<file path="src/rtl/pbfm_pkg.sv">
package pbfm_pkg;

  localparam int DEF_NUM_FRAMES = 16;
  localparam int DEF_TIME_BITS = 32;

  localparam int FRAME_W = 4;
  localparam int MAX_POOL = 16;
  localparam int PAGE_W = 31;
  localparam int FIX_W = 16;
  localparam int CNT_W = 32;
  localparam int NSIZE_W = 5;
  localparam int STEP_W = 6;

  localparam logic [FIX_W-1:0] FIX_MAX = '1;

  localparam logic [2:0] MODE_PIN = 3'd0;
  localparam logic [2:0] MODE_UNPIN = 3'd1;
  localparam logic [2:0] MODE_DIRTY = 3'd2;
  localparam logic [2:0] MODE_FORCE = 3'd3;
  localparam logic [2:0] MODE_FLUSH_UNPINNED = 3'd4;
  localparam logic [2:0] MODE_FLUSH_ALL = 3'd5;

  localparam logic [1:0] ST_OK = 2'd0;
  localparam logic [1:0] ST_NOT_FOUND = 2'd1;
  localparam logic [1:0] ST_ALL_PINNED = 2'd2;
  localparam logic [1:0] ST_FIX_FULL = 2'd3;

  localparam logic [1:0] POL_FIFO = 2'd0;
  localparam logic [1:0] POL_CLOCK = 2'd2;

  localparam logic REG_POLICY = 1'b0;
  localparam logic REG_FRAMES = 1'b1;

  // search wave handed from cell to cell
  typedef struct packed {
    logic vld;
    logic hit;
    logic [FRAME_W-1:0] hidx;
    logic emp;
    logic [FRAME_W-1:0] eidx;
    logic bv;
    logic [FRAME_W-1:0] bidx;
  } carry_t;

  typedef struct packed {
    logic we;
    logic [FRAME_W-1:0] idx;
    logic set_valid;
    logic [PAGE_W-1:0] page;
    logic fix_we;
    logic [FIX_W-1:0] fix;
    logic dirty_we;
    logic dirty;
    logic load_we;
    logic acc_we;
    logic ref_we;
    logic ref_val;
  } cmd_t;

  typedef struct packed {
    logic valid;
    logic [PAGE_W-1:0] page;
    logic [FIX_W-1:0] fix;
    logic dirty;
    logic ref_bit;
  } view_t;

endpackage

</file>
<file path="src/rtl/pbfm_cell.sv">
module pbfm_cell import pbfm_pkg::*; #(
  parameter int IDX = 0,
  parameter int TIME_BITS = DEF_TIME_BITS
) (
  input  logic clk,
  input  logic rst,
  input  logic [NSIZE_W-1:0] n,
  input  logic [1:0] policy,
  input  logic [PAGE_W-1:0] req_page,
  input  carry_t cin,
  input  logic [TIME_BITS-1:0] cin_key,
  output carry_t cout,
  output logic [TIME_BITS-1:0] cout_key,
  input  cmd_t cmd,
  input  logic [TIME_BITS-1:0] cmd_load_t,
  input  logic [TIME_BITS-1:0] cmd_acc_t,
  output view_t view
);

  localparam logic [NSIZE_W-1:0] MY_N = NSIZE_W'(IDX);
  localparam logic [FRAME_W-1:0] MY_IDX = FRAME_W'(IDX);

  logic valid;
  logic [PAGE_W-1:0] page;
  logic [FIX_W-1:0] fix;
  logic dirty;
  logic [TIME_BITS-1:0] load_t;
  logic [TIME_BITS-1:0] acc_t;
  logic ref_bit;

  logic active, sel_me;
  logic [TIME_BITS-1:0] key;
  carry_t cout_next;
  logic [TIME_BITS-1:0] key_next;

  assign active = MY_N < n;
  assign sel_me = cmd.we && (cmd.idx == MY_IDX);
  assign key = (policy == POL_FIFO) ? load_t : acc_t;

  always_comb begin
    cout_next = cin;
    key_next = cin_key;
    if (active) begin
      if (!cin.hit && valid && page == req_page) begin
        cout_next.hit = 1'b1;
        cout_next.hidx = MY_IDX;
      end
      if (!cin.emp && !valid) begin
        cout_next.emp = 1'b1;
        cout_next.eidx = MY_IDX;
      end
      // strict less keeps the lowest index on ties
      if (valid && fix == '0 && (!cin.bv || key < cin_key)) begin
        cout_next.bv = 1'b1;
        cout_next.bidx = MY_IDX;
        key_next = key;
      end
    end
  end

  always_ff @(posedge clk) begin
    if (rst) begin
      cout.vld <= 1'b0;
    end else begin
      cout.vld <= cin.vld;
    end
    cout.hit <= cout_next.hit;
    cout.hidx <= cout_next.hidx;
    cout.emp <= cout_next.emp;
    cout.eidx <= cout_next.eidx;
    cout.bv <= cout_next.bv;
    cout.bidx <= cout_next.bidx;
    cout_key <= key_next;
  end

  always_ff @(posedge clk) begin
    if (rst) begin
      valid <= 1'b0;
      fix <= '0;
      dirty <= 1'b0;
      load_t <= '0;
      acc_t <= '0;
      ref_bit <= 1'b0;
    end else if (sel_me) begin
      if (cmd.set_valid) valid <= 1'b1;
      if (cmd.fix_we) fix <= cmd.fix;
      if (cmd.dirty_we) dirty <= cmd.dirty;
      if (cmd.load_we) load_t <= cmd_load_t;
      if (cmd.acc_we) acc_t <= cmd_acc_t;
      if (cmd.ref_we) ref_bit <= cmd.ref_val;
    end
  end

  always_ff @(posedge clk) begin
    if (sel_me && cmd.set_valid) page <= cmd.page;
  end

  assign view = '{valid: valid, page: page, fix: fix, dirty: dirty, ref_bit: ref_bit};

endmodule

</file>
<file path="config.mk">
export PLATFORM = sky130hd
export DESIGN_NAME = pbfm_cell
export DESIGN_NICKNAME = d
export VERILOG_FILES = /design/src/rtl/pbfm_pkg.sv /design/src/rtl/pbfm_cell.sv
export SDC_FILE = /design/constraint.sdc
export NUM_CORES = 1
export LEC_CHECK = 0
export BUFFER_PORTS_ARGS = -buffer_cell sky130_fd_sc_hd__buf_4
export CORE_MARGIN = 5
export CORE_UTILIZATION = 50
export DETAILED_ROUTE_END_ITERATION = 12
export PLACE_DENSITY = 0.78
export SYNTH_ARGS = -nofsm -noshare
export SYNTH_HDL_FRONTEND = slang
export SYNTH_SLANG_ARGS = --single-unit
</file>
<file path="constraint.sdc">
create_clock -name clk -period 9.6 [get_ports clk]
set_input_delay 1.92 -clock clk [delete_from_list [all_inputs] [get_ports clk]]
set_output_delay 1.92 -clock clk [all_outputs]
set_load 0.02 [all_outputs]
</file>
[Word-level counts from Yosys, hierarchy flattened]
Index checks and enable logic that the tools add are counted.
Cells by class
  add/sub/neg operators: 0
  $mul: 0
  divide/modulo/power cells: 0
  $lt $le $gt $ge: 2
  equal/unequal tests: 1
  shift-type cells: 0
  multiplexer cells: 7
  bitwise gates (word level): 0
  reductions and logical operators: 21
Operator list (count)
  32-bit 2-to-1 mux: 3
  32-bit less-than comparator: 1
  31-bit == test: 1
  16-bit zero test: 1
  15-bit 2-to-1 mux: 1
  5-bit 2-to-1 mux: 3
  2-bit AND reduction: 6
  1-bit logical AND: 7
  1-bit by 5-bit less-than comparator with 1-bit output (first input constant): 1
  1-bit zero test: 4
  4-bit zero test: 1
  2-bit zero test: 1
  1-bit logical OR: 1
Storage, ports and cells
  register bits: 162
  bits in latches: 0
  memory bits (writable): 0
  bits in read-only memories: 0
  bits of input ports: 212
  output and inout bits: 98
  word-level logic and storage cells: 46
  memories: 0

[Logic depth before layout (Yosys ltp)]
  depth in word-level cells: 7
  mapped depth: 14
  gate-level depth less buffers: 10

[Least setup slack after synthesis]
OpenSTA, ideal clock, no wires.
  kind: input -> register
  from: input policy[1]
  to: register cout_key[21]
  setup time: 0.062 ns
  data arrival time: 4.395 ns
  data required time: 9.538 ns
  slack: 5.143 ns
  cell stages on the path: 13
  path buffers: 3
  cells stage by stage: nor2_1 -> buf_2 -> mux2i_1 -> inv_1 -> ha_1 -> a21o_1 -> a21o_1 -> a211oi_2 -> o22ai_1 -> buf_2 -> clkbuf_2 -> or4_1 -> nand3_1
Between the ends
  longest elaborated chain between the ends: 7
RTL lines
  start: declaration: RTL line pbfm_cell.sv:8  | input logic [1:0] policy,
  2-bit zero test (*): RTL line pbfm_cell.sv:38  | assign key = (policy == POL_FIFO) ? load_t : acc_t;
  32-bit 2-to-1 mux (*): RTL line pbfm_cell.sv:38
  32-bit less-than comparator: RTL line pbfm_cell.sv:53  | if (valid && fix == '0 && (!cin.bv || key < cin_key)) begin
  1-bit logical OR: RTL line pbfm_cell.sv:53
  1-bit logical AND: RTL line pbfm_cell.sv:53
  32-bit 2-to-1 mux (*): RTL line pbfm_cell.sv:53
  32-bit 2-to-1 mux (*): RTL line pbfm_cell.sv:43  | if (active) begin
  net key_next[21]: RTL line pbfm_cell.sv:34  | logic [TIME_BITS-1:0] key_next;
  end signal: assignment: RTL line pbfm_cell.sv:73  | cout_key <= key_next;
  end: declaration: RTL line pbfm_cell.sv:13  | output logic [TIME_BITS-1:0] cout_key,
The timed path passes the listed nets; every way through them passes the cells marked *.
A chain may end at the register's enable or synchronous reset.

[Final worst setup path]
  from: input policy[1]
  to: register cout_key[31]
Same word-level chain as after synthesis.

==> results.yml <==
outcome:
  status: "complete, no violations"
finish:
  seqCellArea_sq_um: 3550
  final_layout_size_suffix_gt1_share_pct: 31.1
  multi_input_area_sq_um: 3950
  fin_cells: 1426
  final_cell_area_sq_um: 11000
  fillers: 1315
  nets: 1440
  diodes: 0
  syn_to_final_growth_pct: 37.0
timing:
  timing.final.crit_share_pct: 59.8
  fin_setup_tns_ps: 0
  slew_headroom_pct: 21.9
  setup_slack_ps: 3860
  tightest_slew_ps: 1170
  min_period_ps: 5740
  hold_violations: 0
  rsz0062_at_grt: "no"
  skew_ps: 9.99
  final-max-slew-violation-count: 0
  setup_viol: 0
  fmax_mhz: 174
power_and_ir_drop:
  combinationalPowerShare_pct: 11.4
  clkPwrFrac_pct: 44.7
  p_int_mw: 1.26
  p_switching_uw: 372
  powerDensity_nw_per_um2: 148
  ir_drop_mv: 0.115
  total_power_mw: 1.63
  p_seq_share_pct: 43.9
  power_leakage_nw: 4.83
  p_sw_share_pct: 22.8
floorplan:
  core_sq_um: 15800
  dieArea_sq_um: 18700
  start_util_pct: 50.8
  rows: 46
  die_h_um: 137
  num_io_pins: 310
  die_w_um: 137
drt:
  drt_iter0_markers: 613
  ant_nets: 0
  drcViolationCount: 0
  finalWirelength_um: 25300
  num_vias: 7667
  viasPerCell: 5.38
  firstDrtPassIters: 6
  wl_per_cell_um: 17.8
worst_setup_path:
  r2r_slack_ps: 6230
  r2r_cells: 10
  rr_startpoint: "load_t[27]"
  r2r-end: "cout_key[31]"
  end_kind: "register"
  startpoint: "policy[1]"
  timing.critical_path.arrival_ps: 6040
  start_kind: "primary input"
  path_class: "primary input to register"
  path_max_fanout: 38
  required_ps: 9890
  crit_end: "cout_key[31]"
cts:
  post-cts-setup-buffers: 0
  cts_resized: 0
  path_clk_slew_ps: 60
  cts-root-buf: "clkbuf_16"
  hold_buffers: 0
  numCtsBuffers: 17
  cts.sinks: 162
  cts_max_level: 4
  cts_tree: "done"
  cts_max_path_buffers: 2
  clock_latency_ps: 420
placed_design:
  hpwl_um: 19200
  dp_slack_ps: 3500
  dpl.cell_count: 1394
  routabilityCongestion: 0.920
  portBuffers: 309
  dpl_cell_area_sq_um: 10400
synthesis:
  postSynthAreaPerCell_sq_um: 8.66
  seq_area_frac_synth_pct: 44.2
  synthesis.area_sq_um: 8040
  synth.distinct_cells: 43
  yosysWarnings: 0
  synth_cells: 929
  syn_nets: 1172
  synth_seq_cells: 162
global_route:
  grt_max_degree: 103
  grt_pass1_wl_um: 38300
  gr-usage-all-layers_pct: 26.7
  antenna_found_initial: 0
  grt_pass1_vias: 7300
  overflow: 0
job:
  max_cap_violations: 0
min_path:
  hp-class: "register to register"
-- routing by layer --
metal	track usage, %	wire length (um)	vias to the layer above
li1	-	-	3750
met2	41.5	11800	313
met1	34.5	10500	3554
met3	8.42	2280	50
met5	1.11	0	-
met4	10.6	793	0
-- worst min path at each step --
stage | startpoint | end | slack [ps] | cells after the start
final | acc_t[24] | acc_t[24] | 450 | 2
after global routing | load_t[4] | load_t[4] | 480 | 2
after CTS | load_t[31] | load_t[31] | 450 | 2
after detailed placement | load_t[31] | load_t[31] | 450 | 2
after global placement | acc_t[24] | acc_t[24] | 440 | 2
after floorplan | load_t[0] | load_t[0] | 430 | 2
-- power groups by stage --
stage | sequential [mW] | clock [mW] | combinational [mW]
finish | 0.715 | 0.729 | 0.186
global route | 0.716 | 0.769 | 0.200
CTS | 0.715 | 0.738 | 0.186
detailed placement | 0.730 | 0 | 0.185
global placement | 0.730 | 0 | 0.182
floorplan | 0.746 | 0 | 0.0625
-- layout by cell type (no fill, tap or decap), drive strengths merged, types with 12 or more instances in the layout --
cell,netlist,routed
mux2i,31,31
buf,26,315
clkbuf,40,21
inv,62,64
nand3,38,38
nor2,12,12
edfxtp,31,31
nor4,12,12
nor3,35,35
xor2,27,27
nand2,208,208
ha,31,31
a221oi,32,32
dfxtp,131,131
a21oi,95,95
and2,34,34
or4,34,34
-- cell type report --
type / instances / share of cell area, %
inverter: 62 / 2.11
multi-input combinational: 639 / 35.9
clock buffer: 21 / 4.48
tap: 216 / 2.45
timing repair buffer: 315 / 21.5
sequential: 162 / 32.3
clock inverter: 11 / 1.32
-- Yosys cell counts, drive strengths merged --
cell,number,share of area [%]
nand2,208,9.7
xnor2,4,0.44
nor2b,9,0.70
and4,1,0.11
nor2,12,0.56
or3b,1,0.11
or4,34,3.2
inv,62,2.9
ha,31,4.8
and2,34,2.6
o22ai,1,0.078
a21boi,1,0.093
mux2i,31,3.9
o21ai,9,0.56
o221ai,1,0.11
a21o,2,0.19
nand4b,1,0.11
nand4,6,0.47
nor3,35,2.2
a211oi,2,0.25
edfxtp,31,12
nand2b,2,0.16
a221oi,32,5.2
dfxtp,131,33
or2,1,0.078
o2111ai,2,0.22
buf,26,2.4
o21a,2,0.19
xor2,27,2.9
a21oi,95,5.9
nand3,38,2.4
and3,4,0.31
o21bai,1,0.093
clkbuf,40,1.9
nor4,12,0.93
-- cell families (layout without fill, tap and decap cells) --
family          Yosys count  in the layout  synth area share, %
simple gates            398            398                 23.7
flops                   162            162                 44.2
compound gates          148            148                 12.9
buf+inv                 128            409                 7.19
fa+ha+maj                31             31                 4.82
xor+xnor                 31             31                 3.38
mux                      31             31                 3.86
-- metrics by stage --
step	hold slack (ps)	utilization, %
6_report	454	69.6
5_1_grt	475	69.6
4_1_cts	455	69.6
3_5_place_dp	446	65.5
3_3_place_gp	442	65.5
2_1_floorplan	432	-
-- state kept, by name, summed over array words and instances, names as in the netlist --
name,flops
load_t,32
dirty,1
valid,1
page,31
fix,16
cout,16
acc_t,32
cout_key,32
ref_bit,1
-- worst max-delay path, stage by stage --
cell,delay (ps)
buf_4,130
nor2_4,890
mux2i_1,550
inv_1,100
ha_1,320
nand2_1,80
nor3_1,430
nand4_1,230
o22ai_4,710
buf_4,410
or4_1,160
nand3_1,70
No activity file was read; power rests on OpenSTA's default activity.
